==> src/hdl/rgbyuv_pkg.sv <==
// Package for the RGB32 to YUV 4:2:0 converter.
// Holds the sizes, register indexes, plane codes and the structs shared between the modules.
// No dependencies.
`default_nettype none
package rgbyuv_pkg;

    // Frame limits and widths derived from them
    localparam int MAX_WIDTH   = 4096;
    localparam int MAX_HEIGHT  = 4096;
    localparam int LINE_DEPTH  = MAX_WIDTH / 2;
    localparam int COL_W       = $clog2(MAX_WIDTH);
    localparam int ROW_W       = $clog2(MAX_HEIGHT);
    localparam int PAIR_W      = $clog2(LINE_DEPTH);
    localparam int SIZE_W      = 13;
    localparam int TOTAL_W     = 25;
    localparam int ADDR_W      = 24;
    localparam int CIDX_W      = 22;
    localparam int PIX_W       = 8;
    localparam int SUM_W       = 18;
    localparam int PART_W      = 2 * SUM_W;

    // Configuration port
    localparam int CFG_IDX_W   = 2;
    localparam int CFG_DATA_W  = 13;
    localparam logic [CFG_IDX_W-1:0] CFG_FRAME_WIDTH  = 2'd0;
    localparam logic [CFG_IDX_W-1:0] CFG_FRAME_HEIGHT = 2'd1;
    localparam logic [SIZE_W-1:0] WIDTH_RESET  = 13'd640;
    localparam logic [SIZE_W-1:0] HEIGHT_RESET = 13'd480;

    // Plane codes of a result word
    localparam int PLANE_W = 2;
    localparam logic [PLANE_W-1:0] PLANE_Y = 2'd0;
    localparam logic [PLANE_W-1:0] PLANE_U = 2'd1;
    localparam logic [PLANE_W-1:0] PLANE_V = 2'd2;

    // Position of the pixel being accepted
    typedef struct packed {
        logic              col_odd;
        logic              row_odd;
        logic [PAIR_W-1:0] pair;
        logic [ADDR_W-1:0] lidx;
        logic [CIDX_W-1:0] cidx;
    } t_pos;

    // Finished samples and addresses of one pixel
    typedef struct packed {
        logic              chroma;
        logic [PIX_W-1:0]  y;
        logic [PIX_W-1:0]  u;
        logic [PIX_W-1:0]  v;
        logic [ADDR_W-1:0] laddr;
        logic [ADDR_W-1:0] caddr;
    } t_res;

    // Effective frame size: low bit cleared and clamped to 2..limit
    function automatic logic [SIZE_W-1:0] eff_size(input logic [SIZE_W-1:0] val,
                                                    input logic [SIZE_W-1:0] lim);
        logic [SIZE_W-1:0] v;
        v = {val[SIZE_W-1:1], 1'b0};
        if (v < SIZE_W'(2)) begin
            v = SIZE_W'(2);
        end
        if (v > lim) begin
            v = lim;
        end
        return v;
    endfunction

endpackage
`default_nettype wire

==> src/hdl/rgbyuv_pos.sv <==
// Configuration registers, frame size product and raster position counters.
// Depends on rgbyuv_pkg.
`default_nettype none
module rgbyuv_pos (
    input  wire                               i_clk,
    input  wire                               i_rst_n,
    input  wire                               i_cfg_valid,
    output logic                              o_cfg_ready,
    input  wire  [rgbyuv_pkg::CFG_IDX_W-1:0]  i_cfg_index,
    input  wire  [rgbyuv_pkg::CFG_DATA_W-1:0] i_cfg_data,
    input  wire                               i_pix_accept,
    output rgbyuv_pkg::t_pos                  o_pos,
    output logic [rgbyuv_pkg::TOTAL_W-1:0]    o_total,
    output logic                              o_restart
);
    import rgbyuv_pkg::*;

    logic [SIZE_W-1:0]  r_frame_width;
    logic [SIZE_W-1:0]  r_frame_height;
    logic [TOTAL_W-1:0] r_total;
    logic [COL_W-1:0]   r_col, n_col;
    logic [ROW_W-1:0]   r_row, n_row;
    logic [ADDR_W-1:0]  r_lidx, n_lidx;
    logic [CIDX_W-1:0]  r_cidx, n_cidx;
    logic [SIZE_W-1:0]  w_eff, h_eff;
    logic [2*SIZE_W-1:0] product;
    logic               cfg_wr;
    logic               line_end, frame_end;

    assign o_cfg_ready = 1'b1;
    assign cfg_wr = i_cfg_valid && ((i_cfg_index == CFG_FRAME_WIDTH) ||
                                    (i_cfg_index == CFG_FRAME_HEIGHT));
    assign o_restart = cfg_wr;

    // Configuration registers; a write of either size register returns to the frame start.
    always_ff @(posedge i_clk) begin
        if (!i_rst_n) begin
            r_frame_width  <= WIDTH_RESET;
            r_frame_height <= HEIGHT_RESET;
        end else if (i_cfg_valid && i_cfg_index == CFG_FRAME_WIDTH) begin
            r_frame_width <= i_cfg_data;
        end else if (i_cfg_valid && i_cfg_index == CFG_FRAME_HEIGHT) begin
            r_frame_height <= i_cfg_data;
        end
    end

    // Effective sizes and the plane size, registered after the multiplier.
    assign w_eff   = eff_size(r_frame_width, SIZE_W'(MAX_WIDTH));
    assign h_eff   = eff_size(r_frame_height, SIZE_W'(MAX_HEIGHT));
    assign product = w_eff * h_eff;

    always_ff @(posedge i_clk) begin
        r_total <= product[TOTAL_W-1:0];
    end
    assign o_total = r_total;

    // Raster position of the next pixel.
    assign line_end  = (({1'b0, r_col} + SIZE_W'(1)) == w_eff);
    assign frame_end = line_end && (({1'b0, r_row} + SIZE_W'(1)) == h_eff);

    always_comb begin
        n_col  = r_col;
        n_row  = r_row;
        n_lidx = r_lidx;
        n_cidx = r_cidx;
        if (cfg_wr) begin
            n_col  = '0;
            n_row  = '0;
            n_lidx = '0;
            n_cidx = '0;
        end else if (i_pix_accept) begin
            n_col  = r_col + COL_W'(1);
            n_lidx = r_lidx + ADDR_W'(1);
            if (r_col[0] && r_row[0]) begin
                n_cidx = r_cidx + CIDX_W'(1);
            end
            if (line_end) begin
                n_col = '0;
                n_row = r_row + ROW_W'(1);
            end
            if (frame_end) begin
                n_row  = '0;
                n_lidx = '0;
                n_cidx = '0;
            end
        end
    end

    always_ff @(posedge i_clk) begin
        if (!i_rst_n) begin
            r_col  <= '0;
            r_row  <= '0;
            r_lidx <= '0;
            r_cidx <= '0;
        end else begin
            r_col  <= n_col;
            r_row  <= n_row;
            r_lidx <= n_lidx;
            r_cidx <= n_cidx;
        end
    end

    assign o_pos.col_odd = r_col[0];
    assign o_pos.row_odd = r_row[0];
    assign o_pos.pair    = r_col[COL_W-1:1];
    assign o_pos.lidx    = r_lidx;
    assign o_pos.cidx    = r_cidx;

endmodule
`default_nettype wire

==> config.mk <==
export PLATFORM = sky130hd
export DESIGN_NAME = rgbyuv_pos
export DESIGN_NICKNAME = d
export VERILOG_FILES = /design/src/hdl/rgbyuv_pkg.sv /design/src/hdl/rgbyuv_pos.sv
export SDC_FILE = /design/constraint.sdc
export NUM_CORES = 1
export LEC_CHECK = 0
export BUFFER_PORTS_ARGS = -buffer_cell sky130_fd_sc_hd__buf_4
export CELL_PAD_IN_SITES_DETAIL_PLACEMENT = 0
export CELL_PAD_IN_SITES_GLOBAL_PLACEMENT = 1
export CORE_MARGIN = 2
export CORE_UTILIZATION = 43
export DETAILED_ROUTE_END_ITERATION = 8
export PLACE_DENSITY_LB_ADDON = 0.15
export SLEW_MARGIN = 20
export SYNTH_ARGS = -nofsm -noshare
export SYNTH_HDL_FRONTEND = slang
export SYNTH_SLANG_ARGS = --single-unit
==> constraint.sdc <==
create_clock -name i_clk -period 17.1 [get_ports i_clk]
set_clock_uncertainty 0.2 [all_clocks]
set_input_delay 0.855 -clock i_clk [delete_from_list [all_inputs] [get_ports i_clk]]
set_output_delay 0.855 -clock i_clk [all_outputs]
set_load 0.05 [all_outputs]
==> metrics.cfg, run 1 <==
[outcome]
outcome = finished, final reports clean

[logic_synthesis]
synthDistinctLibCells = 54
syn_area_mm2 = 0.0103
synth.most_common_cell = nand2_1
yosysWarningCount = 0
ys.flop_type = dfxtp_1
yosysTopAreaCellShare_pct = 22.8
synth_area_leaders = dfxtp_1 (23%), fa_1 (19%), ha_1 (8.8%)
avgSynthCellArea_um2 = 8.20
netlist_top_cells_count = nand2_1 (186), nor2_1 (144), inv_1 (143)
yosysSeqAreaShare_pct = 22.8
synth-seq-cells = 117
synth_async_sr_flop_share_pct = 0
syn-instance-count = 1253
post-synth-top-area-cell = dfxtp_1
synth_edf_count = 0

[die]
die-area_mm2 = 0.0251
core_area_mm2 = 0.0235
die_x_um = 159
die_h_um = 159
row_count = 56
start_util_pct = 43.8
ios = 105

[finish]
n_antenna_cell = 0
seqCellArea_mm2 = 0.00234
nets = 1505
multi_input_area_mm2 = 0.00711
drive_gt1_share_pct = 11.2
fin_cells = 1646
stdcell_area_mm2 = 0.0118
flow.area_growth_from_synthesis_pct = 14.8
nFillCells = 2354
post-route-util_pct = 50.2

[timing]
finalSetupViolCount = 0
setup_tns_ns = 0
tightestPinTransition_ns = 0.969
slew_viol_final = 0
hold_viol = 0
post-route-min-period_ns = 6.95
fin_crit_sh_pct = 40.6
rsz0062_at_grt = no
relSlewSlack_pct = 35.3
clock.fmax_ghz = 0.144

[drt]
wire_per_inst_um = 15.6
final_antenna_net_count = 0
routed_wl_mm = 25.7
vias = 8451
drc = 0
drtIter0Drc = 499
via_per_inst = 5.13
first_pass_iters = 5

[global_route]
grt_max_degree = 42
grt-ovfl-total = 0
antenna_found_initial = 0
grt_pass1_wl_mm = 41.9
grt_usage_pct = 21.4
grt_pass1_vias = 8064

[pwr]
pwr-share-comb_pct = 26.6
peakVddDrop_mv = 0.0604
pwr_density_cell_mw_per_mm2 = 76.1
switching_power_uw = 329
internal_power_uw = 568
seq_power_share_pct = 32.9
power_leakage_uw = 0.00527
switching_share_pct = 36.7
pwr-share-clk_pct = 40.5

[clock_network]
root_buffer = clkbuf_16
cts_resized = 0
htree_levels = 4
cts_hold_buffers = 0
cts_inserted_buffers = 17
clkLatencyLatePin_ns = 0.43
cts.sinks = 117
cts_buffer_depth = 2
cts_tree = built
clkTransAtPathRegs_ns = 0.07
post_cts_buffers = 0

[place]
dpl.cell_count = 1614
hpwlAfterDp_mm = 19.6
placed_area_mm2 = 0.0112
port-buffer-count = 100
gp_congestion = 0.885

[setup_path]
rr_worst_depth = 21
worst_ep_required_time_ns = 17.26
rr_startpoint = r_frame_width[12]$_SDFFE_PN0P_
cp-end-kind = flop
crit_arrival_ns = 7.11
setup.worst_path.end = o_total[23]$_DFF_P_
path_class = reg2reg
start_kind = flop
startpoint = r_frame_width[12]$_SDFFE_PN0P_
r2r-end = o_total[23]$_DFF_P_
regToRegSetupSlack_ns = 10.15
cp_max_fo = 22

[hold_path]
hp-class = reg2reg
hold-path-cell-count = 2

[job]
maxCapViolCount = 0

routing by layer:
| layer | global-route usage (%) | part of all wire [%] | vias up |
|---|---|---|---|
| li1 | - | - | 4145 |
| met1 | 31.2 | 48 | 4064 |
| met2 | 33.4 | 46 | 218 |
| met3 | 3.24 | 5.0 | 24 |
| met4 | 4.93 | 0.93 | 0 |
| met5 | 0 | 0 | - |
worst min path at each step:
stage                                    start                         endpoint  slack, ns
6_report       r_frame_height[12]$_SDFFE_PN0P_  r_frame_height[12]$_SDFFE_PN0P_       0.27
2_1_floorplan    r_frame_width[1]$_SDFFE_PN0P_    r_frame_width[1]$_SDFFE_PN0P_       0.24
3_5_place_dp   r_frame_height[12]$_SDFFE_PN0P_  r_frame_height[12]$_SDFFE_PN0P_       0.26
4_1_cts        r_frame_height[12]$_SDFFE_PN0P_  r_frame_height[12]$_SDFFE_PN0P_       0.28
3_3_place_gp   r_frame_height[12]$_SDFFE_PN0P_  r_frame_height[12]$_SDFFE_PN0P_       0.25
5_1_grt        r_frame_height[12]$_SDFFE_PN0P_  r_frame_height[12]$_SDFFE_PN0P_       0.30
final cells by class:
type / count / share of cell area [%]
Clock inverter: 15 / 1.35
Multi-Input combinational cell: 929 / 60.3
Sequential cell: 117 / 19.9
Inverter: 143 / 4.55
Tap cell: 319 / 3.39
Timing Repair Buffer: 106 / 6.92
Clock buffer: 17 / 3.61
stage by stage:
stage	power, uW	setup WS [ns]	hold WS (ns)
final	897	10.15	0.271
after floorplan	483	11.04	0.239
after CTS	909	10.15	0.275
after global placement	537	10.09	0.252
after global routing	950	9.68	0.303
after detailed placement	540	10.18	0.265
state kept, by name (all words and copies together), names as in the netlist:
register / cells
r_cidx: 22
r_row: 12
r_lidx: 24
r_col: 12
o_total: 23
r_frame_height: 12
r_frame_width: 12
cells by family (layout without fill, tap and decap cells):
| logic type | Yosys count | count (layout) | share of synthesized area [%] |
|---|---|---|---|
| buffers and inverters | 208 | 281 | 8.00 |
| adder cells (fa/ha/maj) | 172 | 172 | 28.3 |
| other | 2 | 3 | 0.0731 |
| multiplexers | 1 | 1 | 0.0974 |
| XOR/XNOR | 92 | 92 | 8.51 |
| AND/OR/NAND/NOR | 536 | 536 | 24.0 |
| flip-flops | 117 | 117 | 22.8 |
| AO/OA/AOI/OAI | 125 | 125 | 8.23 |
worst max-delay path, cell delays in order (launching register included):
cell      delay [ns]
dfxtp_1         0.84
inv_1           0.49
a41oi_1         0.28
buf_4           0.24
inv_1           0.12
nand2_1         0.12
fa_1            0.43
fa_1            0.56
inv_1           0.06
fa_1            0.50
fa_1            0.54
inv_1           0.05
fa_1            0.52
inv_1           0.04
ha_1            0.35
a21o_1          0.21
or3_1           0.34
o211ai_1        0.31
and3_1          0.26
o41ai_1         0.09
a21oi_1         0.18
xnor2_1         0.13
power groups by stage:
stage                     Clock, uW  Sequential, uW  Combinational, uW
after floorplan                   0             344                139
after global placement            0             301                236
after detailed placement          0             301                239
after CTS                       373             295                241
after global routing            383             296                271
final                           364             295                238
cell usage in the layout (no fill, tap or decap), types with 24 or more instances in the layout:
master   count
buf_4      105
xor2_1      36
nor2b_1     25
dfxtp_1    117
inv_1      143
nand3_1     54
nor3_1      24
nand2_1    186
nor2_1     144
xnor2_1     51
fa_1       100
and3_1      25
ha_1        72
a21oi_1     39
No activity file was read; power rests on OpenSTA's default activity.
==> run 2: changes to the inputs <==
--- a/config.mk
+++ b/config.mk
@@ -5,11 +5,12 @@
 export SDC_FILE = /design/constraint.sdc
 export NUM_CORES = 1
 export LEC_CHECK = 0
+export ABC_AREA = 1
 export BUFFER_PORTS_ARGS = -buffer_cell sky130_fd_sc_hd__buf_4
 export CELL_PAD_IN_SITES_DETAIL_PLACEMENT = 0
 export CELL_PAD_IN_SITES_GLOBAL_PLACEMENT = 1
 export CORE_MARGIN = 2
-export CORE_UTILIZATION = 43
+export CORE_UTILIZATION = 40
 export DETAILED_ROUTE_END_ITERATION = 8
 export PLACE_DENSITY_LB_ADDON = 0.15
 export SLEW_MARGIN = 20
==> constraint.sdc (replaced) <==
create_clock -name i_clk -period 6.3 [get_ports i_clk]
set_clock_uncertainty 0.2 [all_clocks]
set_input_delay 0.315 -clock i_clk [delete_from_list [all_inputs] [get_ports i_clk]]
set_output_delay 0.315 -clock i_clk [all_outputs]
set_load 0.05 [all_outputs]
==> metrics.cfg, run 2 <==
[logic_synthesis]
yosysWarningCount = 0  ; unchanged
post-synth-top-area-cell = dfxtp_1  ; unchanged
yosysSeqAreaShare_pct = 22.0  ; was 22.8%
syn-instance-count = 1497  ; was 1253
avgSynthCellArea_um2 = 7.12  ; was 8.20 um2
netlist_top_cells_count = nand2_1 (345), inv_1 (259), nor2_1 (231)  ; was nand2_1 (186), nor2_1 (144), inv_1 (143)
synth-seq-cells = 117  ; unchanged
synth_edf_count = 0  ; unchanged
yosysTopAreaCellShare_pct = 22.0  ; was 22.8%
syn_area_mm2 = 0.0107  ; was 0.0103 mm2
synth.most_common_cell = nand2_1  ; unchanged
synth_async_sr_flop_share_pct = 0  ; unchanged
synthDistinctLibCells = 40  ; was 54
synth_area_leaders = dfxtp_1 (22%), fa_1 (19%), nand2_1 (12%)  ; was dfxtp_1 (23%), fa_1 (19%), ha_1 (8.8%)
ys.flop_type = dfxtp_1  ; unchanged

[clock_network]
cts_buffer_depth = 2  ; unchanged
clkLatencyLatePin_ns = 0.42  ; was 0.43 ns
root_buffer = clkbuf_16  ; unchanged
cts_tree = built  ; unchanged
htree_levels = 4  ; unchanged
cts.sinks = 117  ; unchanged
cts_inserted_buffers = 17  ; unchanged
clkTransAtPathRegs_ns = 0.07  ; about the same
post_cts_buffers = 0  ; unchanged

[die]
ios = 105  ; unchanged
die_x_um = 167  ; was 159 um
start_util_pct = 40.8  ; was 43.8%
core_area_mm2 = 0.0261  ; was 0.0235 mm2
row_count = 59  ; was 56
die_h_um = 167  ; was 159 um
die-area_mm2 = 0.0280  ; was 0.0251 mm2

[pwr]
pwr_density_cell_mw_per_mm2 = 218  ; was 76.1 mW/mm2
peakVddDrop_mv = 0.177  ; was 0.0604 mV
power_leakage_uw = 0.00625  ; was 0.00527 uW

[place]
dpl.cell_count = 1950  ; was 1614
hpwlAfterDp_mm = 23.1  ; was 19.6 mm
gp_congestion = 0.866  ; was 0.885
port-buffer-count = 100  ; unchanged

[hold_path]
hold-path-endpoint = r_frame_width[1]$_SDFFE_PN0P_  ; was r_frame_height[12]$_SDFFE_PN0P_
hold-path-cell-count = 3  ; was 2
worst_hold_startpoint = i_cfg_data[1]  ; was r_frame_height[12]$_SDFFE_PN0P_
hp-class = in2reg  ; was reg2reg

[setup_path]
cp_max_fo = 6  ; was 22
rr_startpoint = r_frame_height[8]$_SDFFE_PN1P_  ; was r_frame_width[12]$_SDFFE_PN0P_
cp-end-kind = flop  ; unchanged
path_class = reg2reg  ; unchanged
rr_worst_depth = 26  ; was 21
start_kind = flop  ; unchanged
worst_ep_required_time_ns = 6.42  ; was 17.26 ns
r2r-end = o_total[19]$_DFF_P_  ; was o_total[23]$_DFF_P_
startpoint = r_frame_height[8]$_SDFFE_PN1P_  ; was r_frame_width[12]$_SDFFE_PN0P_
regToRegSetupSlack_ns = 0.41  ; was 10.15 ns
crit_arrival_ns = 6.01  ; was 7.11 ns

[drt]
first_pass_iters = 7  ; was 5
routed_wl_mm = 29.0  ; was 25.7 mm
final_antenna_net_count = 0  ; unchanged
vias = 9742  ; was 8451
wire_per_inst_um = 14.5  ; was 15.6 um
drtIter0Drc = 590  ; was 499
via_per_inst = 4.87  ; was 5.13
drc = 15  ; was 0

[global_route]
grt_usage_pct = 21.2  ; was 21.4%
grt-ovfl-total = 0  ; unchanged
grt_max_degree = 34  ; was 42
grt_pass1_wl_mm = 47.4  ; was 41.9 mm
grt_pass1_vias = 9340  ; was 8064
antenna_found_initial = 0  ; unchanged

[job]
maxCapViolCount = 0  ; unchanged

[finish]
nFillCells = 2719  ; was 2354
largest_reg_flops = 24  ; unchanged
final_common_cell = nand2_1  ; unchanged
n_antenna_cell = 0  ; unchanged
drive_gt1_share_pct = 13.6  ; was 11.2%
flow.area_growth_from_synthesis_pct = 19.5  ; was 14.8%
layout_common_cells = nand2_1 (344), inv_1 (259), nor2_1 (230)  ; was nand2_1 (186), nor2_1 (144), inv_1 (143)
top_register = r_lidx  ; unchanged
nets = 1842  ; was 1505
fin_cells = 1999  ; was 1646

[timing]
finalSetupViolCount = 0  ; unchanged
setup_tns_ns = 0  ; unchanged
rsz0062_at_grt = no  ; unchanged
fin_crit_sh_pct = 93.5  ; was 40.6%
clock.fmax_ghz = 0.170  ; was 0.144 GHz
post-route-min-period_ns = 5.89  ; was 6.95 ns
tightestPinTransition_ns = 0.579  ; was 0.969 ns
hold_viol = 0  ; unchanged
slew_viol_final = 0  ; unchanged
relSlewSlack_pct = 61.4  ; was 35.3%

[outcome]
outcome = complete, but fails checks  ; was finished, final reports clean
violations = DRC

-- run 2: changes by cell type after synthesis, moves of 25 or more --
cell	previous run	this run
a21oi_1	39	66
and3_1	25	0
clkbuf_1	48	10
inv_1	143	259
nand2_1	186	345
nand3_1	54	95
nor2_1	144	231
nor2b_1	25	0
xnor2_1	51	16
-- run 2: cells by family after synthesis --
family / share of synthesized area, %
buffers and inverters: 11.4
adder cells (fa/ha/maj): 27.2
AO/OA/AOI/OAI: 5.30
XOR/XNOR: 3.86
flip-flops: 22.0
AND/OR/NAND/NOR: 30.2
other: 0.0705
-- run 2: area by class of cell --
class | count | area [um2] | share of cell area, %
Multi-Input combinational cell | 1082 | 7110 | 55.9
Sequential cell | 117 | 2340 | 18.4
Timing Repair Buffer | 164 | 1270 | 10.0
Inverter | 269 | 1010 | 7.93
Clock buffer | 19 | 453 | 3.56
Tap cell | 335 | 419 | 3.29
Clock inverter | 13 | 124 | 0.973
-- run 2: how the worst max path moves through the flow --
stage | to | slack [ns] | cells after the start
global route | o_total[22]$_DFF_P_ | 0.008 | 24
CTS | o_total[22]$_DFF_P_ | 0.34 | 24
floorplan | o_total[19]$_DFF_P_ | 0.65 | 26
global placement | o_total[22]$_DFF_P_ | 0.43 | 24
detailed placement | o_total[22]$_DFF_P_ | 0.36 | 24
finish | o_total[19]$_DFF_P_ | 0.41 | 26
-- run 2: per-layer routing --
| layer | vias to the layer above | share of wire (%) | global-route usage (%) |
|---|---|---|---|
| met3 | 25 | 5.0 | 4.21 |
| met2 | 210 | 45 | 33.5 |
| met4 | 0 | 1.3 | 4.91 |
| li1 | 4898 | - | - |
| met1 | 4609 | 49 | 30.0 |
| met5 | - | 0 | 0 |
-- run 2: worst max-delay path: stages (launching register included) --
cell	delay, ns
dfxtp_1	0.38
nor2_1	0.13
nand2_1	0.08
nor2_2	0.09
nand2_1	0.07
nand2_2	0.13
buf_4	0.16
nand2_4	0.06
inv_1	0.20
nand2_1	0.11
fa_1	0.51
inv_1	0.05
fa_1	0.48
fa_1	0.53
fa_1	0.54
inv_1	0.05
fa_1	0.52
inv_1	0.04
ha_1	0.35
a21oi_1	0.29
o311ai_0	0.21
buf_4	0.20
nand2_1	0.05
nand2_1	0.07
nand2_1	0.08
nand2_1	0.05
xor2_1	0.14
-- run 2: timing repair --
action,in CTS,in global routing
setup endpoints to repair,0,3
resized for setup,0,3
hold buffers,17,0
hold endpoints to repair,21,0
-- run 2: report_power, final --
part           internal (uW)  total [uW]  switching (uW)
Sequential               796         817            20.7
Clock                    568         976             408
Combinational            346         979             633
Total                   1710        2770            1060
-- run 2: through the flow --
| stage | worst slack [ns] | total power [uW] | hold WS (ns) | utilization, % | instance area, um2 |
|---|---|---|---|---|---|
| after floorplan | 0.651 | 1540 | 0.228 | - | 10700 |
| after global placement | 0.427 | 1800 | 0.255 | 45.9 | 12000 |
| after detailed placement | 0.365 | 1810 | 0.266 | 45.9 | 12000 |
| after CTS | 0.340 | 2810 | 0.0145 | 48.7 | 12700 |
| after global routing | 0.00810 | 2950 | 0.0490 | 48.7 | 12700 |
| final | 0.412 | 2770 | 0.0446 | 48.7 | 12700 |
==> run 3: changes to the inputs <==
--- a/config.mk
+++ b/config.mk
@@ -10,7 +10,7 @@
 export CELL_PAD_IN_SITES_DETAIL_PLACEMENT = 0
 export CELL_PAD_IN_SITES_GLOBAL_PLACEMENT = 1
 export CORE_MARGIN = 2
-export CORE_UTILIZATION = 40
+export CORE_UTILIZATION = 43
 export DETAILED_ROUTE_END_ITERATION = 8
 export PLACE_DENSITY_LB_ADDON = 0.15
 export SLEW_MARGIN = 20
==> constraint.sdc (replaced) <==
create_clock -name i_clk -period 6.8 [get_ports i_clk]
set_clock_uncertainty 0.2 [all_clocks]
set_input_delay 0.34 -clock i_clk [delete_from_list [all_inputs] [get_ports i_clk]]
set_output_delay 0.34 -clock i_clk [all_outputs]
set_load 0.05 [all_outputs]
==> metrics.cfg, run 3 (synthesis gave the netlist of run 2 again) <==
[outcome]
outcome = finished, final reports clean  ; was complete, but fails checks

[die]
die_x_um = 161  ; was 167 um
start_util_pct = 43.8  ; was 40.8%
die_h_um = 161  ; was 167 um
row_count = 57  ; was 59
die-area_mm2 = 0.0261  ; was 0.0280 mm2
core_area_mm2 = 0.0243  ; was 0.0261 mm2
ios = 105  ; unchanged

[drt]
drc = 0  ; was 15
wire_per_inst_um = 14.4  ; was 14.5 um
drtIter0Drc = 664  ; was 590
via_per_inst = 4.89  ; was 4.87
first_pass_iters = 5  ; was 7
vias = 9540  ; was 9742
routed_wl_mm = 28.2  ; was 29.0 mm
final_antenna_net_count = 0  ; unchanged

[timing]
hold_viol = 0  ; unchanged
relSlewSlack_pct = 34.9  ; was 61.4%
post-route-min-period_ns = 6.23  ; was 5.89 ns
fin_crit_sh_pct = 91.6  ; was 93.5%
setup_tns_ns = 0  ; unchanged
setup_ws_ns = 0.572  ; was 0.412 ns
finalSetupViolCount = 0  ; unchanged
slew_viol_final = 0  ; unchanged
rsz0062_at_grt = no  ; unchanged
tightestPinTransition_ns = 0.972  ; was 0.579 ns
clock.fmax_ghz = 0.161  ; was 0.170 GHz

[setup_path]
cp_max_fo = 12  ; was 6
start_kind = flop  ; unchanged
regToRegSetupSlack_ns = 0.57  ; was 0.41 ns
cp-end-kind = flop  ; unchanged
crit_arrival_ns = 6.38  ; was 6.01 ns
worst_ep_required_time_ns = 6.95  ; was 6.42 ns
path_class = reg2reg  ; unchanged
rr_worst_depth = 24  ; was 26

[hold_path]
hold-path-cell-count = 3  ; unchanged
hp-class = in2reg  ; unchanged

[global_route]
grt_max_degree = 34  ; unchanged
grt_pass1_wl_mm = 46.8  ; was 47.4 mm
antenna_found_initial = 0  ; unchanged
grt_usage_pct = 22.6  ; was 21.2%
grt-ovfl-total = 0  ; unchanged
grt_pass1_vias = 9177  ; was 9340

[finish]
top_register = r_lidx  ; unchanged
layout_common_cells = nand2_1 (345), inv_1 (259), nor2_1 (230)  ; was nand2_1 (344), inv_1 (259), nor2_1 (230)
final_common_cell = nand2_1  ; unchanged
n_antenna_cell = 0  ; unchanged
nets = 1804  ; was 1842
drive_gt1_share_pct = 12.1  ; was 13.6%
largest_reg_flops = 24  ; unchanged
flow.area_growth_from_synthesis_pct = 16.1  ; was 19.5%
fin_cells = 1950  ; was 1999

[clock_network]
clkTransAtPathRegs_ns = 0.06  ; was 0.07 ns
htree_levels = 4  ; unchanged
cts_buffer_depth = 2  ; unchanged
cts.sinks = 117  ; unchanged
cts_tree = built  ; unchanged
cts_inserted_buffers = 17  ; unchanged
clkLatencyLatePin_ns = 0.42  ; about the same
root_buffer = clkbuf_16  ; unchanged

[pwr]
total_power_uw = 2490  ; was 2770 uW
power_leakage_uw = 0.00607  ; was 0.00625 uW
switching_power_uw = 978  ; was 1060 uW
pwr-share-comb_pct = 35.3  ; about the same
peakVddDrop_mv = 0.161  ; was 0.177 mV
switching_share_pct = 39.3  ; was 38.3%
seq_power_share_pct = 30.4  ; was 29.5%
pwr-share-clk_pct = 34.3  ; was 35.2%
internal_power_uw = 1510  ; was 1710 uW
pwr_density_cell_mw_per_mm2 = 201  ; was 218 mW/mm2

[job]
maxCapViolCount = 0  ; unchanged

[place]
pre_cts_ws_ns = 0.704  ; was 0.365 ns
port-buffer-count = 100  ; unchanged
hpwlAfterDp_mm = 22.0  ; was 23.1 mm
dpl.cell_count = 1910  ; was 1950
gp_congestion = 0.840  ; was 0.866

==> run 3: cell types whose count changed in the layout (fill, tap and decap cells not counted) <==
cell / delta
buf_4: -29
nand2_1: +1
o21ai_0: +2
nand2_2: -1
clkinvlp_4: +1
dlygate4sd3_1: -9
clkbuf_8: -1
o21ai_1: -2
bufinv_16: -1
clkinv_4: -1
clkinv_2: +2
==> run 3: worst max-delay path: stages, from the launching register on <==
cell and delay, ns:
dfxtp_1 0.37, nor2_1 0.12, nand2_1 0.09, nor2_2 0.13
nand2_1 0.07, nand2_2 0.21, nand2_2 0.20, inv_1 0.28
nand2_1 0.13, fa_1 0.56, inv_1 0.05, fa_1 0.47
fa_1 0.54, fa_1 0.55, inv_1 0.05, fa_1 0.53
inv_1 0.04, ha_1 0.35, nand2_1 0.10, nor2_1 0.21
nand2_1 0.07, o21ai_0 0.42, nand3_1 0.13, nand2_1 0.11
xor2_1 0.15
==> run 3: final cells by class <==
cell class / count / area (um2)
timing repair buffer: 126 / 966
clock inverter: 14 / 103
inverter: 269 / 1010
clock buffer: 18 / 439
sequential: 117 / 2340
tap: 324 / 405
fill: 2486 / 11900
multi-input combinational: 1082 / 7110
==> run 3: metal layers <==
layer  global-route usage, %  vias to the layer above  wire length, um
met2                    35.6                      223            12500
met5                       0                        -                0
li1                        -                     4833                -
met4                    4.87                        0              369
met3                    3.98                       25             1420
met1                    32.7                     4459            13900
==> run 3: power by group through the flow <==
stage | sequential (uW) | combinational [uW] | clock (uW)
after CTS | 757 | 887 | 879
after global routing | 760 | 996 | 910
after detailed placement | 772 | 880 | 0
after floorplan | 913 | 511 | 0
after global placement | 771 | 877 | 0
final | 757 | 879 | 855
==> run 3: per-stage QoR <==
step	instance area [um2]	hold WS, ns	util (%)
2_1_floorplan	10700	0.244	-
3_3_place_gp	11800	0.260	48.3
3_5_place_dp	11800	0.270	48.3
4_1_cts	12400	0.00250	50.9
5_1_grt	12400	0.0163	50.9
6_report	12400	0.0188	50.9
==> run 3: final timing paths <==
kind	startpoint	to
setup / recovery	r_frame_width[6]$_SDFFE_PN0P_	o_total[22]$_DFF_P_
hold / removal	i_cfg_data[12]	r_frame_height[12]$_SDFFE_PN0P_
setup reg to reg	r_frame_width[6]$_SDFFE_PN0P_	o_total[22]$_DFF_P_
hold reg to reg	r_frame_height[1]$_SDFFE_PN0P_	r_frame_height[1]$_SDFFE_PN0P_
==> run 3: repair_timing <==
action | 4_1_cts | 5_1_grt
hold buffers | 8 | 0
buffers inserted | 0 | 0
hold endpoints to repair | 12 | 0
resized for setup | 0 | 0
