## config.mk

```make
export PLATFORM = sky130hd
export DESIGN_NAME = rgbyuv_out
export DESIGN_NICKNAME = d
export VERILOG_FILES = /design/src/hdl/rgbyuv_pkg.sv /design/src/hdl/rgbyuv_out.sv
export SDC_FILE = /design/constraint.sdc
export NUM_CORES = 1
export LEC_CHECK = 0
export BUFFER_PORTS_ARGS = -buffer_cell sky130_fd_sc_hd__buf_2
export CORE_MARGIN = 1.5
export CORE_UTILIZATION = 31
export DETAILED_ROUTE_END_ITERATION = 10
export PLACE_DENSITY = 0.58
export SLEW_MARGIN = 25
export SYNTH_ARGS = -nofsm -noshare
export SYNTH_HDL_FRONTEND = slang
export SYNTH_SLANG_ARGS = --single-unit
```

## constraint.sdc

```tcl
create_clock -name i_clk -period 3 [get_ports i_clk]
set_clock_uncertainty 0.1 [all_clocks]
set_input_delay 0.75 -clock i_clk [delete_from_list [all_inputs] [get_ports i_clk]]
set_output_delay 0.75 -clock i_clk [all_outputs]
set_load 0.02 [all_outputs]
```

## src/hdl/rgbyuv_pkg.sv

```systemverilog
// Package for the RGB32 to YUV 4:2:0 converter.
// Holds the sizes, register indexes, plane codes and the structs shared between the modules.
// No dependencies.
`default_nettype none
package rgbyuv_pkg;

    // Frame limits and widths derived from them
    localparam int MAX_WIDTH   = 4096;
    localparam int MAX_HEIGHT  = 4096;
    localparam int LINE_DEPTH  = MAX_WIDTH / 2;
    localparam int COL_W       = $clog2(MAX_WIDTH);
    localparam int ROW_W       = $clog2(MAX_HEIGHT);
    localparam int PAIR_W      = $clog2(LINE_DEPTH);
    localparam int SIZE_W      = 13;
    localparam int TOTAL_W     = 25;
    localparam int ADDR_W      = 24;
    localparam int CIDX_W      = 22;
    localparam int PIX_W       = 8;
    localparam int SUM_W       = 18;
    localparam int PART_W      = 2 * SUM_W;

    // Configuration port
    localparam int CFG_IDX_W   = 2;
    localparam int CFG_DATA_W  = 13;
    localparam logic [CFG_IDX_W-1:0] CFG_FRAME_WIDTH  = 2'd0;
    localparam logic [CFG_IDX_W-1:0] CFG_FRAME_HEIGHT = 2'd1;
    localparam logic [SIZE_W-1:0] WIDTH_RESET  = 13'd640;
    localparam logic [SIZE_W-1:0] HEIGHT_RESET = 13'd480;

    // Plane codes of a result word
    localparam int PLANE_W = 2;
    localparam logic [PLANE_W-1:0] PLANE_Y = 2'd0;
    localparam logic [PLANE_W-1:0] PLANE_U = 2'd1;
    localparam logic [PLANE_W-1:0] PLANE_V = 2'd2;

    // Position of the pixel being accepted
    typedef struct packed {
        logic              col_odd;
        logic              row_odd;
        logic [PAIR_W-1:0] pair;
        logic [ADDR_W-1:0] lidx;
        logic [CIDX_W-1:0] cidx;
    } t_pos;

    // Finished samples and addresses of one pixel
    typedef struct packed {
        logic              chroma;
        logic [PIX_W-1:0]  y;
        logic [PIX_W-1:0]  u;
        logic [PIX_W-1:0]  v;
        logic [ADDR_W-1:0] laddr;
        logic [ADDR_W-1:0] caddr;
    } t_res;

    // Effective frame size: low bit cleared and clamped to 2..limit
    function automatic logic [SIZE_W-1:0] eff_size(input logic [SIZE_W-1:0] val,
                                                    input logic [SIZE_W-1:0] lim);
        logic [SIZE_W-1:0] v;
        v = {val[SIZE_W-1:1], 1'b0};
        if (v < SIZE_W'(2)) begin
            v = SIZE_W'(2);
        end
        if (v > lim) begin
            v = lim;
        end
        return v;
    endfunction

endpackage
`default_nettype wire

```

## src/hdl/rgbyuv_out.sv

```systemverilog
// Result register that sends the luma word and, at a block's end, the U and V words.
// Depends on rgbyuv_pkg.
`default_nettype none
module rgbyuv_out (
    input  wire                              i_clk,
    input  wire                              i_rst_n,
    input  wire                              i_res_valid,
    output logic                             o_res_ready,
    input  rgbyuv_pkg::t_res                 i_res,
    output logic                             o_out_valid,
    input  wire                              i_out_ready,
    output logic [rgbyuv_pkg::PLANE_W-1:0]   o_plane,
    output logic [rgbyuv_pkg::ADDR_W-1:0]    o_address,
    output logic [rgbyuv_pkg::PIX_W-1:0]     o_sample,
    output logic                             o_last
);
    import rgbyuv_pkg::*;

    logic                 r_valid;
    t_res                 r_res;
    logic [PLANE_W-1:0]   r_step;
    logic                 is_last;
    logic                 out_take;

    assign is_last     = !r_res.chroma || (r_step == PLANE_V);
    assign out_take    = r_valid && i_out_ready;
    assign o_res_ready = !r_valid || (i_out_ready && is_last);

    // Word sequencing: luma first, then U and V where the pixel closes a block.
    always_ff @(posedge i_clk) begin
        if (!i_rst_n) begin
            r_valid <= 1'b0;
            r_step  <= PLANE_Y;
        end else if (o_res_ready) begin
            r_valid <= i_res_valid;
            r_step  <= PLANE_Y;
        end else if (out_take) begin
            case (r_step)
                PLANE_Y: r_step <= PLANE_U;
                PLANE_U: r_step <= PLANE_V;
                default: r_step <= PLANE_Y;
            endcase
        end
    end

    always_ff @(posedge i_clk) begin
        if (o_res_ready && i_res_valid) begin
            r_res <= i_res;
        end
    end

    always_comb begin
        case (r_step)
            PLANE_U: o_sample = r_res.u;
            PLANE_V: o_sample = r_res.v;
            default: o_sample = r_res.y;
        endcase
    end

    assign o_out_valid = r_valid;
    assign o_plane     = r_step;
    assign o_address   = (r_step == PLANE_Y) ? r_res.laddr : r_res.caddr;
    assign o_last      = is_last;

endmodule
`default_nettype wire

```

==> results of run 1 <==
-- logic make-up after synthesis --
kind of cell / share of synthesized area (%)
AO/OA/AOI/OAI: 4.30
adder cells (fa/ha/maj): 1.70
buffers and inverters: 3.24
flip-flops: 76.7
multiplexers: 11.6
AND/OR/NAND/NOR: 2.43
-- metal layers --
| layer | up-vias | share of wire [%] |
|---|---|---|
| li1 | 815 | - |
| met1 | 794 | 41 |
| met2 | 64 | 51 |
| met3 | 12 | 6.4 |
| met4 | 0 | 2.1 |
| met5 | - | 0 |
-- cell type report --
cell class	count	area (µm²)	share of cell area, %
repair buffers	115	606	15.9
flip-flops and latches	76	2250	59.1
multi-input cells	63	594	15.6
inverters	5	18.8	0.492
clock buffers	12	155	4.07
clock inverters	4	47.5	1.25
well taps	111	139	3.64
-- worst min path at each step --
stage               cells after the start    endpoint  slack [ps]
CTS                                     2  o_plane[1]         400
global route                            2  o_plane[1]         440
finish                                  2  o_plane[1]         390
detailed placement                      2  o_plane[1]         390
floorplan                               2  o_plane[1]         450
global placement                        2  o_plane[1]         370
-- state kept, by name (all words and copies together) (netlist names) --
register     count
r_res           73
o_plane          2
o_out_valid      1
-- power by group --
| group | switching (mW) | total (mW) | leakage, nW | internal, mW |
|---|---|---|---|---|
| combinational | 0.117 | 0.216 | 0.771 | 0.0990 |
| sequential | 0.0154 | 1.25 | 0.726 | 1.24 |
| clock | 0.351 | 0.779 | 0.102 | 0.427 |
| total | 0.484 | 2.25 | 1.60 | 1.76 |
-- cells in the final DEF (no fill, tap or decap) --
master / Yosys / layout
sky130_fd_sc_hd__bufinv_16: 0 / 1
sky130_fd_sc_hd__clkbuf_8: 0 / 11
sky130_fd_sc_hd__nand3_1: 2 / 2
sky130_fd_sc_hd__mux2_2: 5 / 5
sky130_fd_sc_hd__clkbuf_1: 0 / 1
sky130_fd_sc_hd__dfxtp_1: 3 / 3
sky130_fd_sc_hd__inv_1: 5 / 5
sky130_fd_sc_hd__ha_2: 0 / 1
sky130_fd_sc_hd__mux2_4: 19 / 19
sky130_fd_sc_hd__clkinv_2: 0 / 2
sky130_fd_sc_hd__and2_4: 0 / 1
sky130_fd_sc_hd__nand2_1: 3 / 3
sky130_fd_sc_hd__buf_2: 0 / 113
sky130_fd_sc_hd__clkinvlp_4: 0 / 1
sky130_fd_sc_hd__buf_12: 2 / 2
sky130_fd_sc_hd__nor2b_4: 1 / 1
sky130_fd_sc_hd__a21boi_1: 1 / 1
sky130_fd_sc_hd__edfxtp_1: 73 / 73
sky130_fd_sc_hd__o21ai_2: 1 / 1
sky130_fd_sc_hd__nor2_1: 8 / 8
sky130_fd_sc_hd__a22oi_1: 8 / 8
sky130_fd_sc_hd__ha_1: 4 / 3
sky130_fd_sc_hd__a21oi_1: 10 / 10
-- through the flow --
stage                     instances  util (%)  instance area [µm²]  hold slack, ps  setup WS (ps)
after global placement          370      39.3                 3610             372            743
after CTS                       386      41.5                 3810             399            305
after global routing            386      41.5                 3810             437            224
after detailed placement        370      39.3                 3610             388            704
final                           386      41.5                 3810             395            340
after floorplan                 151         -                 2940             451            365
-- critical path, cell delays in order, from the launching register on --
cell and delay (ps):
sky130_fd_sc_hd__dfxtp_1 350, sky130_fd_sc_hd__inv_1 90, sky130_fd_sc_hd__ha_2 270, sky130_fd_sc_hd__buf_12 230
sky130_fd_sc_hd__mux2_2 360, sky130_fd_sc_hd__buf_2 160
==> report_table.html, run 1 <==
<table>
<tr><th>Metric</th><th>Value</th></tr>
<tr><th colspan="2">Place</th></tr>
<tr><td>Gp weighted congestion</td><td>0.679</td></tr>
<tr><td>Detailed Place HPWL</td><td>3700 µm</td></tr>
<tr><td>Count of port buffers added during placement</td><td>113</td></tr>
<tr><th colspan="2">Power and ir drop</th></tr>
<tr><td>Leakage</td><td>1.60 nW</td></tr>
<tr><td>Total power draw</td><td>2.25 mW</td></tr>
<tr><td>Power density normalized to cell area</td><td>just under 600 nW/µm²</td></tr>
<tr><td>Highest ir drop seen on vdd</td><td>0.265 mV</td></tr>
<tr><th colspan="2">STA</th></tr>
<tr><td>Setup TNS</td><td>0 ps</td></tr>
<tr><td>Measured slew at the worst slew-check pin</td><td>around 440 ps</td></tr>
<tr><td>Achievable Freq</td><td>0.376 GHz</td></tr>
<tr><td>Number of failing setup endpoints in the final timing report</td><td>0</td></tr>
<tr><td>Worst relative slew slack</td><td>70.7%</td></tr>
<tr><td>Number of pins exceeding their max-slew limit in the final report</td><td>0</td></tr>
<tr><td>Number of failing hold endpoints at the final stage</td><td>0</td></tr>
<tr><td>Unrepaired setup endpoints after global routing</td><td>no</td></tr>
<tr><td>Shortest clock period the worst path allows after layout</td><td>2660 ps</td></tr>
<tr><td>Post-route clock period utilization</td><td>between 80% and 90%</td></tr>
<tr><th colspan="2">Die</th></tr>
<tr><td>Starting density of the core</td><td>31.9%</td></tr>
<tr><td>Area inside the core boundary</td><td>9200 µm²</td></tr>
<tr><td>Core Rows</td><td>35</td></tr>
<tr><td>Horiz. Die Dim</td><td>100 µm</td></tr>
<tr><td>DIE AREA</td><td>10100 µm²</td></tr>
<tr><td>Die boundary height</td><td>100 µm</td></tr>
<tr><td>Ports placed on the boundary</td><td>114</td></tr>
<tr><th colspan="2">Setup path</th></tr>
<tr><td>CP endpoint</td><td>o_address[2]</td></tr>
<tr><td>Setup crit start kind</td><td>flop</td></tr>
<tr><td>Worst Setup End Kind</td><td>output pin</td></tr>
<tr><td>Required arrival time at the worst endpoint</td><td>2150 ps</td></tr>
<tr><td>Worst endpoint data arrival time</td><td>1810 ps</td></tr>
<tr><td>Reg-to-Reg Start</td><td>o_plane[0]</td></tr>
<tr><td>End of the worst register-to-register path</td><td>r_res[7]</td></tr>
<tr><td>R2r worst-path depth</td><td>6</td></tr>
<tr><td>Worst Setup SP</td><td>o_plane[0]</td></tr>
<tr><td>Reg2reg setup slack</td><td>about 890 ps</td></tr>
<tr><td>CP Class</td><td>reg2out</td></tr>
<tr><td>Peak fanout along the critical path</td><td>22</td></tr>
<tr><th colspan="2">Synthesis</th></tr>
<tr><td>Synth Area per Inst</td><td>19.4 µm²</td></tr>
<tr><td>Fraction of the yosys area taken by sequential cells</td><td>76.7%</td></tr>
<tr><td>Warnings from Yosys</td><td>0</td></tr>
<tr><td>Flip-flop and latch count after synthesis</td><td>76</td></tr>
<tr><td>Unique masters post-synth</td><td>19</td></tr>
<tr><td>Cell with the most instances after synthesis</td><td>sky130_fd_sc_hd__edfxtp_1</td></tr>
<tr><td>Proportion of netlist area held by the largest area contributor</td><td>between 70% and 80%</td></tr>
<tr><td>Leading area contributor after synthesis</td><td>sky130_fd_sc_hd__edfxtp_1</td></tr>
<tr><td>Combined area of all synthesized cells</td><td>2940 µm²</td></tr>
<tr><td>Commonest cells in the netlist</td><td>sky130_fd_sc_hd__edfxtp_1, sky130_fd_sc_hd__mux2_4, sky130_fd_sc_hd__a21oi_1</td></tr>
<tr><td>Top cells by area in the synthesized netlist</td><td>sky130_fd_sc_hd__edfxtp_1, sky130_fd_sc_hd__mux2_4, sky130_fd_sc_hd__dfxtp_1, sky130_fd_sc_hd__a22oi_1, sky130_fd_sc_hd__mux2_2</td></tr>
<tr><td>Mapped Cells</td><td>151</td></tr>
<tr><td>EDFF count, synth</td><td>73</td></tr>
<tr><td>Share of synthesized registers carrying an async set or reset</td><td>0%</td></tr>
<tr><td>Main synth FF type</td><td>sky130_fd_sc_hd__edfxtp_1</td></tr>
<tr><td>Nets in the synthesized netlist</td><td>232</td></tr>
<tr><th colspan="2">Hold path</th></tr>
<tr><td>Hold path startpoint</td><td>o_plane[1]</td></tr>
<tr><td>Hold/Removal Path Class</td><td>reg2reg</td></tr>
<tr><th colspan="2">Clocking</th></tr>
<tr><td>Clock tree from TritonCTS</td><td>built</td></tr>
<tr><td>Cells resized by post-CTS repair</td><td>0</td></tr>
<tr><td>Clock Pin Slew Worst Setup and Hold Paths</td><td>70 ps</td></tr>
<tr><td>Total clock buffers created by CTS</td><td>9</td></tr>
<tr><td>Clock root cell</td><td>sky130_fd_sc_hd__clkbuf_8</td></tr>
<tr><td>CTS sink cnt</td><td>76</td></tr>
<tr><td>CTS Hold Bufs</td><td>0</td></tr>
<tr><td>Clock latency at the later pin of the worst-skew pair</td><td>between 300 and 400 ps</td></tr>
<tr><td>Post-CTS Setup Bufs</td><td>0</td></tr>
<tr><td>Count of H-tree levels built during CTS</td><td>3</td></tr>
<tr><td>CTS Buffer Depth</td><td>2</td></tr>
<tr><th colspan="2">Drt</th></tr>
<tr><td>Iteration count of the initial detailed-routing pass</td><td>4</td></tr>
<tr><td>Average detailed-routed wire length per instance</td><td>between 10 and 15 µm</td></tr>
<tr><td>Post-detailed-route DRC marker count</td><td>0</td></tr>
<tr><td>Vias after detailed routing</td><td>about 1700</td></tr>
<tr><td>Count of nets left with antenna violations after detail routing</td><td>0</td></tr>
<tr><td>Final wirelength</td><td>5410 µm</td></tr>
<tr><td>Via density per instance</td><td>4.37</td></tr>
<tr><td>Starting DRT DRC Count</td><td>62</td></tr>
<tr><th colspan="2">Global routing</th></tr>
<tr><td>Global-route wire length before repair</td><td>8180 µm</td></tr>
<tr><td>Met1 Usage GRT</td><td>12.7%</td></tr>
<tr><td>Gr busiest metal</td><td>met2</td></tr>
<tr><td>Initial antenna violation count</td><td>0</td></tr>
<tr><td>Combined global-route utilization of all metal layers</td><td>roughly 11%</td></tr>
<tr><td>Remaining Overflow, GRT</td><td>0</td></tr>
<tr><td>Via count of the first global-routing pass</td><td>1651</td></tr>
<tr><td>Largest net degree at the start of global routing</td><td>74</td></tr>
<tr><td>Met3 Track Usage GR</td><td>approximately 3.6%</td></tr>
<tr><td>Met2 usage</td><td>between 10% and 20%</td></tr>
<tr><th colspan="2">Final layout</th></tr>
<tr><td>N_diodes</td><td>0</td></tr>
<tr><td>Final nets</td><td>between 300 and 400</td></tr>
<tr><td>Layout filler cell count</td><td>879</td></tr>
<tr><td>Synthesis-to-finish area growth</td><td>29.8%</td></tr>
<tr><td>Share of post-route cells with drive strength above 1</td><td>57.5%</td></tr>
<tr><th colspan="2">Run</th></tr>
<tr><td>Max-cap check violation count</td><td>0</td></tr>
<tr><th colspan="2">Outcome</th></tr>
<tr><td>Outcome</td><td>finished clean</td></tr>
</table>
(Power assumes the default switching activity.)
==> run 2: changes to the inputs <==
PLACE_DENSITY = 0.56   (was 0.58)
clock period = 3.4 ns   (was 3 ns; I/O delays follow)
==> report_table.html, run 2 (synthesis results as in run 1) <==
<table>
<tr><th>Metric</th><th>Value</th></tr>
<tr><th colspan="2">Global routing</th></tr>
<tr><td>Remaining Overflow, GRT</td><td>0 (unchanged)</td></tr>
<tr><td>Initial antenna violation count</td><td>0 (unchanged)</td></tr>
<tr><td>Largest net degree at the start of global routing</td><td>48 (was 74)</td></tr>
<tr><td>Global-route wire length before repair</td><td>7970 µm (was 8180 µm)</td></tr>
<tr><td>Via count of the first global-routing pass</td><td>1629 (was 1651)</td></tr>
<tr><td>Combined global-route utilization of all metal layers</td><td>10.7% (was 11.2%)</td></tr>
<tr><th colspan="2">STA</th></tr>
<tr><td>Number of pins exceeding their max-slew limit in the final report</td><td>0 (unchanged)</td></tr>
<tr><td>Number of failing setup endpoints in the final timing report</td><td>0 (unchanged)</td></tr>
<tr><td>Unrepaired setup endpoints after global routing</td><td>no (unchanged)</td></tr>
<tr><td>Number of failing hold endpoints at the final stage</td><td>0 (unchanged)</td></tr>
<tr><td>Setup TNS</td><td>0 ps (unchanged)</td></tr>
<tr><td>Worst relative slew slack</td><td>68.0% (was 70.7%)</td></tr>
<tr><td>Achievable Freq</td><td>0.362 GHz</td></tr>
<tr><td>Post-route clock period utilization</td><td>81.3%</td></tr>
<tr><td>Shortest clock period the worst path allows after layout</td><td>2770 ps</td></tr>
<tr><td>Measured slew at the worst slew-check pin</td><td>480 ps (was 439 ps)</td></tr>
<tr><th colspan="2">Place</th></tr>
<tr><td>Detailed Place HPWL</td><td>3750 µm (was 3700 µm)</td></tr>
<tr><td>Count of port buffers added during placement</td><td>113 (unchanged)</td></tr>
<tr><td>Cell count after placement</td><td>370 (unchanged)</td></tr>
<tr><td>Gp weighted congestion</td><td>0.669 (was 0.679)</td></tr>
<tr><th colspan="2">Power and ir drop</th></tr>
<tr><td>Seq pwr share</td><td>55.2% (was 55.7%)</td></tr>
<tr><td>Cell internal pwr</td><td>1.58 mW (was 1.76 mW)</td></tr>
<tr><td>Leakage</td><td>1.60 nW (about the same)</td></tr>
<tr><td>Power density normalized to cell area</td><td>524 nW/µm² (was 590 nW/µm²)</td></tr>
<tr><td>Net Sw Frac</td><td>20.9% (was 21.6%)</td></tr>
<tr><td>Highest ir drop seen on vdd</td><td>0.218 mV (was 0.265 mV)</td></tr>
<tr><td>Switching power total</td><td>0.419 mW (was 0.484 mW)</td></tr>
<tr><td>Proportion of power drawn by combinational gates</td><td>9.5% (was 9.6%)</td></tr>
<tr><td>Clock power frac</td><td>35.3% (was 34.7%)</td></tr>
<tr><th colspan="2">Clocking</th></tr>
<tr><td>Post-CTS Setup Bufs</td><td>0 (unchanged)</td></tr>
<tr><td>CTS Buffer Depth</td><td>2 (unchanged)</td></tr>
<tr><td>Clock tree from TritonCTS</td><td>built (unchanged)</td></tr>
<tr><td>CTS sink cnt</td><td>76 (unchanged)</td></tr>
<tr><td>Count of H-tree levels built during CTS</td><td>3 (unchanged)</td></tr>
<tr><td>Total clock buffers created by CTS</td><td>9 (unchanged)</td></tr>
<tr><td>Clock latency at the later pin of the worst-skew pair</td><td>330 ps (about the same)</td></tr>
<tr><td>Clock root cell</td><td>sky130_fd_sc_hd__clkbuf_8 (unchanged)</td></tr>
<tr><td>CTS Hold Bufs</td><td>0 (unchanged)</td></tr>
<tr><td>Cells resized by post-CTS repair</td><td>0 (unchanged)</td></tr>
<tr><td>Clock Pin Slew Worst Setup and Hold Paths</td><td>70 ps (about the same)</td></tr>
<tr><th colspan="2">Die</th></tr>
<tr><td>Starting density of the core</td><td>31.9% (unchanged)</td></tr>
<tr><td>Area inside the core boundary</td><td>9200 µm² (unchanged)</td></tr>
<tr><td>Ports placed on the boundary</td><td>114 (unchanged)</td></tr>
<tr><td>DIE AREA</td><td>10100 µm² (unchanged)</td></tr>
<tr><td>Die boundary height</td><td>100 µm (unchanged)</td></tr>
<tr><td>Core Rows</td><td>35 (unchanged)</td></tr>
<tr><td>Horiz. Die Dim</td><td>100 µm (unchanged)</td></tr>
<tr><th colspan="2">Final layout</th></tr>
<tr><td>Most common cell after layout, fill and taps aside</td><td>sky130_fd_sc_hd__buf_2 (unchanged)</td></tr>
<tr><td>Commonest non-fill, non-tap cells in the layout</td><td>sky130_fd_sc_hd__buf_2, sky130_fd_sc_hd__edfxtp_1, sky130_fd_sc_hd__mux2_4 (unchanged)</td></tr>
<tr><td>Final non-filler cell total</td><td>386 (unchanged)</td></tr>
<tr><td>Share of post-route cells with drive strength above 1</td><td>56.7% (was 57.5%)</td></tr>
<tr><td>Synthesis-to-finish area growth</td><td>29.9% (was 29.8%)</td></tr>
<tr><td>Layout filler cell count</td><td>876 (was 879)</td></tr>
<tr><td>Final nets</td><td>351 (unchanged)</td></tr>
<tr><td>Biggest register</td><td>r_res (unchanged)</td></tr>
<tr><td>Max FFs per register</td><td>73 (unchanged)</td></tr>
<tr><td>N_diodes</td><td>0 (unchanged)</td></tr>
<tr><th colspan="2">Setup path</th></tr>
<tr><td>Reg-to-Reg Start</td><td>o_plane[0] (unchanged)</td></tr>
<tr><td>R2r worst-path depth</td><td>6 (unchanged)</td></tr>
<tr><td>CP Class</td><td>reg2out (unchanged)</td></tr>
<tr><td>Reg2reg setup slack</td><td>1080 ps (was 890 ps)</td></tr>
<tr><td>Peak fanout along the critical path</td><td>18 (was 22)</td></tr>
<tr><td>Setup crit start kind</td><td>flop (unchanged)</td></tr>
<tr><td>Worst Setup End Kind</td><td>output pin (unchanged)</td></tr>
<tr><td>Required arrival time at the worst endpoint</td><td>2450 ps (was 2150 ps)</td></tr>
<tr><td>End of the worst register-to-register path</td><td>r_res[55] (was r_res[7])</td></tr>
<tr><td>Worst endpoint data arrival time</td><td>1820 ps (was 1810 ps)</td></tr>
<tr><th colspan="2">Drt</th></tr>
<tr><td>Iteration count of the initial detailed-routing pass</td><td>4 (unchanged)</td></tr>
<tr><td>Post-detailed-route DRC marker count</td><td>0 (unchanged)</td></tr>
<tr><td>Count of nets left with antenna violations after detail routing</td><td>0 (unchanged)</td></tr>
<tr><td>Final wirelength</td><td>5280 µm (was 5410 µm)</td></tr>
<tr><td>Average detailed-routed wire length per instance</td><td>13.7 µm (was 14.0 µm)</td></tr>
<tr><td>Via density per instance</td><td>4.30 (was 4.37)</td></tr>
<tr><td>Vias after detailed routing</td><td>1660 (was 1685)</td></tr>
<tr><td>Starting DRT DRC Count</td><td>54 (was 62)</td></tr>
<tr><th colspan="2">Hold path</th></tr>
<tr><td>Worst hold path depth</td><td>2 (unchanged)</td></tr>
<tr><td>Endpoint with the worst hold slack</td><td>o_plane[1] (unchanged)</td></tr>
<tr><td>Hold path startpoint</td><td>o_plane[1] (unchanged)</td></tr>
<tr><td>Hold/Removal Path Class</td><td>reg2reg (unchanged)</td></tr>
<tr><th colspan="2">Outcome</th></tr>
<tr><td>Outcome</td><td>finished clean (unchanged)</td></tr>
<tr><th colspan="2">Run</th></tr>
<tr><td>Max-cap check violation count</td><td>0 (unchanged)</td></tr>
</table>
==> run 2: cell count changes in the layout (fill, tap and decap cells not counted), sizes merged <==
cell      previous run  this run
clkinvlp             1         0
clkinv               2         5
clkbuf              12         9
bufinv               1         2
==> run 2: power groups by stage <==
stage / combinational [mW] / clock [mW] / sequential (mW)
after floorplan: 0.107 / 0 / 1.13
after global placement: 0.192 / 0 / 1.13
after detailed placement: 0.194 / 0 / 1.13
after CTS: 0.194 / 0.736 / 1.11
after global routing: 0.206 / 0.768 / 1.11
final: 0.190 / 0.705 / 1.11
==> run 2: how the worst max path moves through the flow <==
stage          cells after the start  slack, ps   startpoint            to
2_1_floorplan                      3        690  i_out_ready      r_res[0]
3_3_place_gp                       5        970   o_plane[0]   o_sample[7]
3_5_place_dp                       5        960   o_plane[0]   o_sample[2]
4_1_cts                            5        580   o_plane[0]   o_sample[2]
5_1_grt                            5        470   o_plane[0]   o_sample[2]
6_report                           5        630   o_plane[0]  o_address[7]
==> run 2: per-layer routing <==
metal	vias to the layer above	GRT usage, %	part of all wire, %
li1	810	-	-
met1	768	12.2	42
met2	74	17.7	48
met3	8	4.04	7.8
met4	0	5.20	1.6
met5	-	0	0
==> run 2: worst max-delay path: stages (launching register included) <==
cell                      delay [ps]
sky130_fd_sc_hd__dfxtp_1         350
sky130_fd_sc_hd__inv_1            90
sky130_fd_sc_hd__ha_2            340
sky130_fd_sc_hd__buf_12          230
sky130_fd_sc_hd__mux2_4          310
sky130_fd_sc_hd__buf_2           160
==> run 2: final cells by class <==
cell class / count / area (µm²) / share of cell area (%)
timing repair buffer: 115 / 606 / 15.9
inverter: 5 / 18.8 / 0.492
sequential: 76 / 2250 / 59.0
clock buffer: 9 / 124 / 3.25
tap: 111 / 139 / 3.64
multi-input combinational: 63 / 594 / 15.6
clock inverter: 7 / 81.3 / 2.13
==> run 2: per-stage QoR <==
stage	cell area (µm²)	util [%]	setup WS (ps)	hold slack, ps	total power [mW]
after global placement	3610	39.3	968	379	1.32
after floorplan	2940	-	687	451	1.23
final	3810	41.5	634	391	2.00
after CTS	3810	41.5	581	400	2.04
after global routing	3810	41.5	470	440	2.08
after detailed placement	3610	39.3	965	389	1.32
==> run 3: changes to the inputs <==
PLACE_DENSITY = 0.58   (was 0.56)
clock period = 2.3 ns   (was 3.4 ns; I/O delays follow)
==> report_table.html, run 3 (synthesis results as in run 1) <==
<table>
<tr><th>Metric</th><th>Value</th></tr>
<tr><th colspan="2">Outcome</th></tr>
<tr><td>Outcome</td><td>finished clean (unchanged)</td></tr>
<tr><th colspan="2">Place</th></tr>
<tr><td>Count of port buffers added during placement</td><td>113 (unchanged)</td></tr>
<tr><td>Gp weighted congestion</td><td>0.697 (was 0.669)</td></tr>
<tr><td>Cell count after placement</td><td>372 (was 370)</td></tr>
<tr><td>Detailed Place HPWL</td><td>3760 µm (was 3750 µm)</td></tr>
<tr><th colspan="2">Drt</th></tr>
<tr><td>Routed length on met1</td><td>2250 µm (was 2230 µm)</td></tr>
<tr><td>Detail Route met2 WL</td><td>3020 µm (was 2560 µm)</td></tr>
<tr><td>Count of nets left with antenna violations after detail routing</td><td>0 (unchanged)</td></tr>
<tr><td>Final wirelength</td><td>5750 µm (was 5280 µm)</td></tr>
<tr><td>Iteration count of the initial detailed-routing pass</td><td>4 (unchanged)</td></tr>
<tr><td>Top sig layer</td><td>met4 (unchanged)</td></tr>
<tr><td>Starting DRT DRC Count</td><td>48 (was 54)</td></tr>
<tr><td>Post-detailed-route DRC marker count</td><td>0 (unchanged)</td></tr>
<tr><td>Average detailed-routed wire length per instance</td><td>14.6 µm (was 13.7 µm)</td></tr>
<tr><td>DR WL met3</td><td>402 µm (was 414 µm)</td></tr>
<tr><td>Via density per instance</td><td>4.38 (was 4.30)</td></tr>
<tr><td>Vias after detailed routing</td><td>1722 (was 1660)</td></tr>
<tr><th colspan="2">Clocking</th></tr>
<tr><td>Clock Pin Slew Worst Setup and Hold Paths</td><td>80 ps (was 70 ps)</td></tr>
<tr><td>CTS Buffer Depth</td><td>2 (unchanged)</td></tr>
<tr><td>Total clock buffers created by CTS</td><td>9 (unchanged)</td></tr>
<tr><td>Clock tree from TritonCTS</td><td>built (unchanged)</td></tr>
<tr><td>Count of H-tree levels built during CTS</td><td>3 (unchanged)</td></tr>
<tr><td>Clock latency at the later pin of the worst-skew pair</td><td>340 ps (was 330 ps)</td></tr>
<tr><td>CTS sink cnt</td><td>76 (unchanged)</td></tr>
<tr><td>Clock root cell</td><td>sky130_fd_sc_hd__clkbuf_8 (unchanged)</td></tr>
<tr><td>CTS Hold Bufs</td><td>0 (unchanged)</td></tr>
<tr><th colspan="2">Setup path</th></tr>
<tr><td>Reg-to-Reg Start</td><td>o_plane[0] (unchanged)</td></tr>
<tr><td>Peak fanout along the critical path</td><td>6 (was 18)</td></tr>
<tr><td>End of the worst register-to-register path</td><td>r_res[72] (was r_res[55])</td></tr>
<tr><td>Required arrival time at the worst endpoint</td><td>1620 ps (was 2450 ps)</td></tr>
<tr><td>Worst endpoint data arrival time</td><td>1600 ps (was 1820 ps)</td></tr>
<tr><td>Reg2reg setup slack</td><td>410 ps (was 1080 ps)</td></tr>
<tr><td>Worst path max stage delay</td><td>370 ps (was 350 ps)</td></tr>
<tr><td>Setup crit start kind</td><td>flop (unchanged)</td></tr>
<tr><td>Cell type of the slowest stage on the worst timing path</td><td>sky130_fd_sc_hd__dfxtp_4 (was sky130_fd_sc_hd__dfxtp_1)</td></tr>
<tr><td>Worst Setup End Kind</td><td>output pin (unchanged)</td></tr>
<tr><td>R2r worst-path depth</td><td>7 (was 6)</td></tr>
<tr><td>Cell Chain, Critical Path</td><td>inv_4 -&gt; ha_4 -&gt; clkbuf_16 -&gt; mux2_4 -&gt; buf_6 (was inv_1 -&gt; ha_2 -&gt; buf_12 -&gt; mux2_4 -&gt; buf_2)</td></tr>
<tr><td>CP Class</td><td>reg2out (unchanged)</td></tr>
<tr><th colspan="2">Die</th></tr>
<tr><td>DIE AREA</td><td>10100 µm² (unchanged)</td></tr>
<tr><td>Area inside the core boundary</td><td>9200 µm² (unchanged)</td></tr>
<tr><td>Die boundary height</td><td>100 µm (unchanged)</td></tr>
<tr><td>Core Rows</td><td>35 (unchanged)</td></tr>
<tr><td>Horiz. Die Dim</td><td>100 µm (unchanged)</td></tr>
<tr><td>Ports placed on the boundary</td><td>114 (unchanged)</td></tr>
<tr><td>Starting density of the core</td><td>31.9% (unchanged)</td></tr>
<tr><th colspan="2">Run</th></tr>
<tr><td>Max-cap check violation count</td><td>0 (unchanged)</td></tr>
<tr><th colspan="2">STA</th></tr>
<tr><td>Unrepaired setup endpoints after global routing</td><td>yes (was no)</td></tr>
<tr><td>Number of failing hold endpoints at the final stage</td><td>0 (unchanged)</td></tr>
<tr><td>Shortest clock period the worst path allows after layout</td><td>2270 ps</td></tr>
<tr><td>Number of failing setup endpoints in the final timing report</td><td>0 (unchanged)</td></tr>
<tr><td>Number of pins exceeding their max-slew limit in the final report</td><td>0 (unchanged)</td></tr>
<tr><td>Post-route clock period utilization</td><td>between 90 and 100%</td></tr>
<tr><td>Measured slew at the worst slew-check pin</td><td>384 ps (was 480 ps)</td></tr>
<tr><td>Achievable Freq</td><td>0.440 GHz</td></tr>
<tr><td>Worst relative slew slack</td><td>74.4% (was 68.0%)</td></tr>
<tr><th colspan="2">Final layout</th></tr>
<tr><td>Register Area</td><td>2260 µm² (was 2250 µm²)</td></tr>
<tr><td>Max FFs per register</td><td>73 (unchanged)</td></tr>
<tr><td>Biggest register</td><td>r_res (unchanged)</td></tr>
<tr><td>Multi-input logic area</td><td>628 µm² (was 594 µm²)</td></tr>
<tr><td>Share of post-route cells with drive strength above 1</td><td>60.3% (was 56.7%)</td></tr>
<tr><td>Final nets</td><td>358 (was 351)</td></tr>
<tr><td>Final non-filler cell total</td><td>393 (was 386)</td></tr>
<tr><td>Synthesis-to-finish area growth</td><td>39.8% (was 29.9%)</td></tr>
<tr><td>Layout Utilization</td><td>44.6% (was 41.5%)</td></tr>
<tr><td>Layout filler cell count</td><td>843 (was 876)</td></tr>
<tr><td>Commonest non-fill, non-tap cells in the layout</td><td>sky130_fd_sc_hd__buf_2, sky130_fd_sc_hd__edfxtp_1, sky130_fd_sc_hd__buf_6 (was sky130_fd_sc_hd__buf_2, sky130_fd_sc_hd__edfxtp_1, sky130_fd_sc_hd__mux2_4)</td></tr>
<tr><td>N_diodes</td><td>0 (unchanged)</td></tr>
<tr><td>Most common cell after layout, fill and taps aside</td><td>sky130_fd_sc_hd__buf_2 (unchanged)</td></tr>
<tr><th colspan="2">Global routing</th></tr>
<tr><td>Remaining Overflow, GRT</td><td>0 (unchanged)</td></tr>
<tr><td>Largest net degree at the start of global routing</td><td>74 (was 48)</td></tr>
<tr><td>Combined global-route utilization of all metal layers</td><td>11.1% (was 10.7%)</td></tr>
<tr><td>Global-route wire length before repair</td><td>8170 µm (was 7970 µm)</td></tr>
<tr><td>Via count of the first global-routing pass</td><td>1690 (was 1629)</td></tr>
<tr><td>Initial antenna violation count</td><td>0 (unchanged)</td></tr>
<tr><th colspan="2">Hold path</th></tr>
<tr><td>Worst hold path depth</td><td>1 (was 2)</td></tr>
<tr><td>Hold path startpoint</td><td>i_res[56] (was o_plane[1])</td></tr>
<tr><td>Hold/Removal Path Class</td><td>in2reg (was reg2reg)</td></tr>
<tr><td>Endpoint with the worst hold slack</td><td>r_res[56] (was o_plane[1])</td></tr>
<tr><th colspan="2">Power and ir drop</th></tr>
<tr><td>Leakage</td><td>1.73 nW (was 1.60 nW)</td></tr>
<tr><td>Highest ir drop seen on vdd</td><td>0.251 mV (was 0.218 mV)</td></tr>
<tr><td>Power density normalized to cell area</td><td>719 nW/µm² (was 524 nW/µm²)</td></tr>
</table>
run 3: cell count changes in the layout (fill, tap and decap cells not counted), sizes merged:
cell	before	now
buf	115	120
bufinv	2	1
clkbuf	9	11
clkinv	5	3
clkinvlp	0	2
inv	5	6
run 3: layer usage:
metal / vias up / global-route usage [%]
met5: - / 0
met4: 0 / 6.18
met3: 8 / 4.25
met1: 819 / 11.5
met2: 67 / 19.5
li1: 828 / -
run 3: how the worst max path moves through the flow:
| stage | from | end | slack [ps] | depth (start not counted) |
|---|---|---|---|---|
| 4_1_cts | o_plane[1] | o_address[23] | -3 | 5 |
| 3_5_place_dp | o_plane[0] | o_sample[2] | 210 | 5 |
| 5_1_grt | o_plane[0] | o_sample[1] | -50 | 5 |
| 6_report | o_plane[1] | o_address[13] | 30 | 5 |
| 3_3_place_gp | o_plane[1] | o_sample[7] | 260 | 5 |
| 2_1_floorplan | o_plane[1] | r_res[0] | 40 | 5 |
run 3: power by group:
part | internal, mW | total (mW) | switching (mW) | leakage (nW)
Combinational | 0.177 | 0.340 | 0.162 | 0.912
Clock | 0.495 | 0.981 | 0.486 | 0.0907
Sequential | 1.61 | 1.63 | 0.0204 | 0.727
Total | 2.28 | 2.95 | 0.669 | 1.73
run 3: timing repair:
action / CTS / global route
setup endpoints to repair: 34 / 31
buffers inserted: 1 / 2
pin swaps: 0 / 3
gates resized for setup: 10 / 59
endpoints found under the hold margin: 0 / 0
cloned: 0 / 2
run 3: worst max-delay path: cells and delay by family (launching register included):
kind,cells,cell delay [ps]
flip-flops,1,370
buffers and inverters,3,380
multiplexers,1,300
adder cells (fa/ha/maj),1,210
run 3: cell type report:
cell class                 count  area share, %
clock inverter                 7           1.62
inverter                       5          0.518
multi-input combinational     63           15.3
tap                          111           3.38
sequential                    76           55.0
clock buffer                   9           3.02
timing repair buffer         122           21.2
run 3: through the flow:
stage	TNS, ps	setup slack [ps]	power, mW	area, µm²	hold slack [ps]
finish	0	26.0	2.95	4110	299
detailed placement	0	212	1.95	3640	384
floorplan	0	42.2	1.82	2940	451
CTS	-2.92	-2.92	2.95	3860	276
global route	-789	-53.4	3.09	4110	271
global placement	0	265	1.95	3640	382
